File: src/rtl/lwrg_pkg.sv
// Shared types, codes and pixel classification for the label wavefront block.
package lwrg_pkg;

    localparam int          PIX_W     = 32;
    localparam int          PASS_W    = 17;
    localparam logic [31:0] LABEL_MAX = 32'd65279;
    localparam logic [16:0] PASS_SAT  = 17'd65536;

    // configuration register indexes
    localparam logic CFG_IMAGE_ROWS = 1'b0;
    localparam logic CFG_IMAGE_COLS = 1'b1;

    typedef enum logic [1:0] {
        REQ_WRITE = 2'd0,
        REQ_RUN   = 2'd1,
        REQ_READ  = 2'd2,
        REQ_NONE  = 2'd3
    } req_t;

    // one pixel as it travels along the window chain
    typedef struct packed {
        logic [PIX_W-1:0] pix;
        logic             lab;
    } cell_t;

    function automatic logic is_label(input logic [PIX_W-1:0] v);
        return (v != '0) && (v[PIX_W-1] || (v <= LABEL_MAX));
    endfunction

    function automatic logic is_unassigned(input logic [PIX_W-1:0] v);
        return !v[PIX_W-1] && (v > LABEL_MAX);
    endfunction

endpackage

File: src/rtl/lwrg_cell.sv
// One stage of the pixel window chain: holds a pixel and hands it on each shift.
module lwrg_cell
(
    input  logic            clk,
    input  logic            shift_en,
    input  lwrg_pkg::cell_t d,
    output lwrg_pkg::cell_t q
);

    lwrg_pkg::cell_t q_reg;

    always_ff @(posedge clk)
    begin
        if (shift_en)
        begin
            q_reg <= d;
        end
    end

    assign q = q_reg;

endmodule

File: config.mk
export PLATFORM = sky130hd
export DESIGN_NAME = lwrg_cell
export DESIGN_NICKNAME = d
export VERILOG_FILES = /design/src/rtl/lwrg_pkg.sv /design/src/rtl/lwrg_cell.sv
export SDC_FILE = /design/constraint.sdc
export NUM_CORES = 1
export LEC_CHECK = 0
export ABC_AREA = 1
export BUFFER_PORTS_ARGS = -buffer_cell sky130_fd_sc_hd__buf_2
export CAP_MARGIN = 40
export CELL_PAD_IN_SITES_DETAIL_PLACEMENT = 1
export CELL_PAD_IN_SITES_GLOBAL_PLACEMENT = 2
export CORE_ASPECT_RATIO = 2
export CORE_MARGIN = 5
export CORE_UTILIZATION = 26
export DETAILED_ROUTE_END_ITERATION = 8
export PLACE_DENSITY = 0.73
export SYNTH_ARGS = -nofsm -noshare
export SYNTH_HDL_FRONTEND = slang
export SYNTH_SLANG_ARGS = --single-unit
File: constraint.sdc
create_clock -name clk -period 0.8 [get_ports clk]
set_input_delay 0.08 -clock clk [delete_from_list [all_inputs] [get_ports clk]]
set_output_delay 0.08 -clock clk [all_outputs]
set_load 0.01 [all_outputs]
==> flow_summary_export.csv <==
group,metric,value,unit
synth,synth_top_area_share,100.0,%
floorplan,coreArea,3646,um2
detailed_routing,wirelength,2581,um
power,sequentialPowerShare,56.7,%
global_routing,track_usage,10.93,%
clocking,tritoncts,"built",
power,ir_worst_vdd,1.190,mV
sta,min_period_over_period,112.6,%
power,power.switching,779.3,uW
power,clockPowerShare,30.8,%
detailed_routing,antenna_left,0,
placement,gp_congestion,0.5902,
detailed_routing,drt_iter0_markers,0,
sta,rsz0062_at_grt,"true",
power,power,3.676,mW
flow_run,drv_cap,0,
synth,ys_seq_area_share,100.0,%
worst_setup_path,cp_top_family,"flip-flops",
synth,ys_warn_count,0,
global_routing,grt_pass1_wl,3822,um
cells_and_area,mostFrequentLayoutCell,"buf_2",
sta,setup_tns,-2.097,ns
status,status,"complete, but fails checks",
cells_and_area,fin_cells,191,
cells_and_area,seq_area,991.0,um2
cells_and_area,final_cell_mix,"buf_2, dlygate4sd3_1, edfxtp_1, clkbuf_8",
worst_setup_path,cp-end-kind,"output port",
placement,port_buffers,67,
global_routing,use_met3,5.376,%
global_routing,use_met2,18.64,%
cells_and_area,num-multi-input-gates,0,
global_routing,grt.met1_usage,8.954,%
detailed_routing,firstDrtPassIters,1,
worst_setup_path,slowest_delay,0.39,ns
power,power.density,2014,nW/um2
sta,period_minus_slack,0.9007,ns
sta,finalMaxSlewViolations,0,
cells_and_area,postLayoutCoreUtil,50.07,%
synth,avgSynthCellArea,30.03,um2
global_routing,grt-ovfl-total,0,
global_routing,grt.busiest_layer,"met2",
clocking,clock-sinks,33,
sta,setup_viol,33,
placement,dpl_cell_area,1415,um2
placement,place_inst,151,
detailed_routing,vias_per_cell,3.812,
floorplan,die_h,97.31,um
cells_and_area,nNetsFinal,177,
power,p_int,2.897,mW
synth,ys_ff_latch,33,
synth,synth_area_leaders,"edfxtp_1",
synth,netlist_area,991.0,um2
cells_and_area,multi_input_area,0,um2
placement,dpl_worst_slack,0.09210,ns
floorplan,ios,68,
worst_setup_path,crit_buf_inv,1,
cells_and_area,syn2layout_area_growth,84.22,%
sta,whs,0.1661,ns
cells_and_area,nFillCells,385,
detailed_routing,wl_per_cell,13.51,um
sta,final_hold_viol_count,0,
clocking,cts-root-buf,"clkbuf_8",
power,leakagePower,0.7763,nW
worst_setup_path,startpoint,"q[22]$_DFFE_PP_",
detailed_routing,drc,0,
sta,worstMarginPinSlew,0.1545,ns
clocking,clk_pin_slew,0.06,ns
detailed_routing,vias,728,
cells_and_area,n_antenna_cell,0,
cells_and_area,largest_register_ffs,33,
sta,fin_ws,-0.1007,ns
cells_and_area,design_area,1826,um2
synth,syn_inst,33,
power,swShare,21.20,%
worst_setup_path,crit_type,"reg2out",
synth,synth_top_cell_by_area,"edfxtp_1",
global_routing,grt_max_degree,30,
power,pwr-share-comb,12.5,%
worst_setup_path,crit_path_start_kind,"flip-flop",
global_routing,antenna_found_initial,0,
worst_setup_path,crit_required,0.72,ns
min_path,hold_class,"in2reg",
clocking,cts_buffer_depth,2,
sta,max_freq,1110,MHz
global_routing,grt_pass1_vias,851,
clocking,post_cts_buffers,0,
clocking,cts-htree-levels,2,
worst_setup_path,critPathMaxFanout,1,
worst_setup_path,crit_chain,"buf_2",
floorplan,start_util,27.18,%
worst_setup_path,cp-endpoint,"q[22]",
floorplan,dieWidth,53.66,um
clocking,cts_buffers,5,
worst_setup_path,crit_slowest_cell,"edfxtp_1",
status,violations,"setup timing",
synth,synthDistinctLibCells,1,
cells_and_area,drive_gt1_share,52.82,%
floorplan,fp-row-count,31,
worst_setup_path,worstPathArrival,0.82,ns
floorplan,dieArea,5221,um2
sta,slew_headroom,89.70,%
worst_setup_path,crit_cells,1,
synth,synth_nets,68,
==> logic make-up after synthesis <==
| logic type | after synthesis | share of synthesized area [%] |
|---|---|---|
| DFF | 33 | 100.0 |
==> power by group through the flow <==
stage / clock network, mW / registers (mW) / logic [mW]
floorplan: 0 / 2.20 / 0
global placement: 0 / 2.12 / 0.328
detailed placement: 0 / 2.12 / 0.339
CTS: 1.20 / 2.08 / 0.464
global route: 1.30 / 2.09 / 0.496
finish: 1.13 / 2.09 / 0.458
==> timing repair <==
action                                 in CTS  in global routing
hold buffers                               33                  0
endpoints found under the hold margin      33                  0
gates resized for setup                     0                  0
setup endpoints to repair                  33                 33
cloned                                      0                  0
==> cell type report <==
type                  count  area share (%)
Clock inverter            2          0.6169
Tap cell                 49           3.358
Timing Repair Buffer    102           37.97
Sequential cell          33           54.28
Clock buffer              5           3.770
==> layer usage <==
layer | share of wire (%) | routed length [um]
met1 | 31 | 803
met2 | 53 | 1371
met3 | 12 | 317
met4 | 3.4 | 89
met5 | 0 | 0
==> Yosys cell counts (all sizes together) <==
library cell / instances
edfxtp: 33
==> worst min path at each step <==
stage / from / end / slack [ns] / cells after the start
3_3_place_gp: d[23] / q[23]$_DFFE_PP_ / 0.26 / 1
4_1_cts: shift_en / q[12]$_DFFE_PP_ / 0.15 / 2
2_1_floorplan: d[0] / q[0]$_DFFE_PP_ / 0.18 / 0
3_5_place_dp: d[15] / q[15]$_DFFE_PP_ / 0.26 / 1
5_1_grt: shift_en / q[0]$_DFFE_PP_ / 0.16 / 2
6_report: shift_en / q[0]$_DFFE_PP_ / 0.17 / 2
No activity file was read; power rests on OpenSTA's default activity.
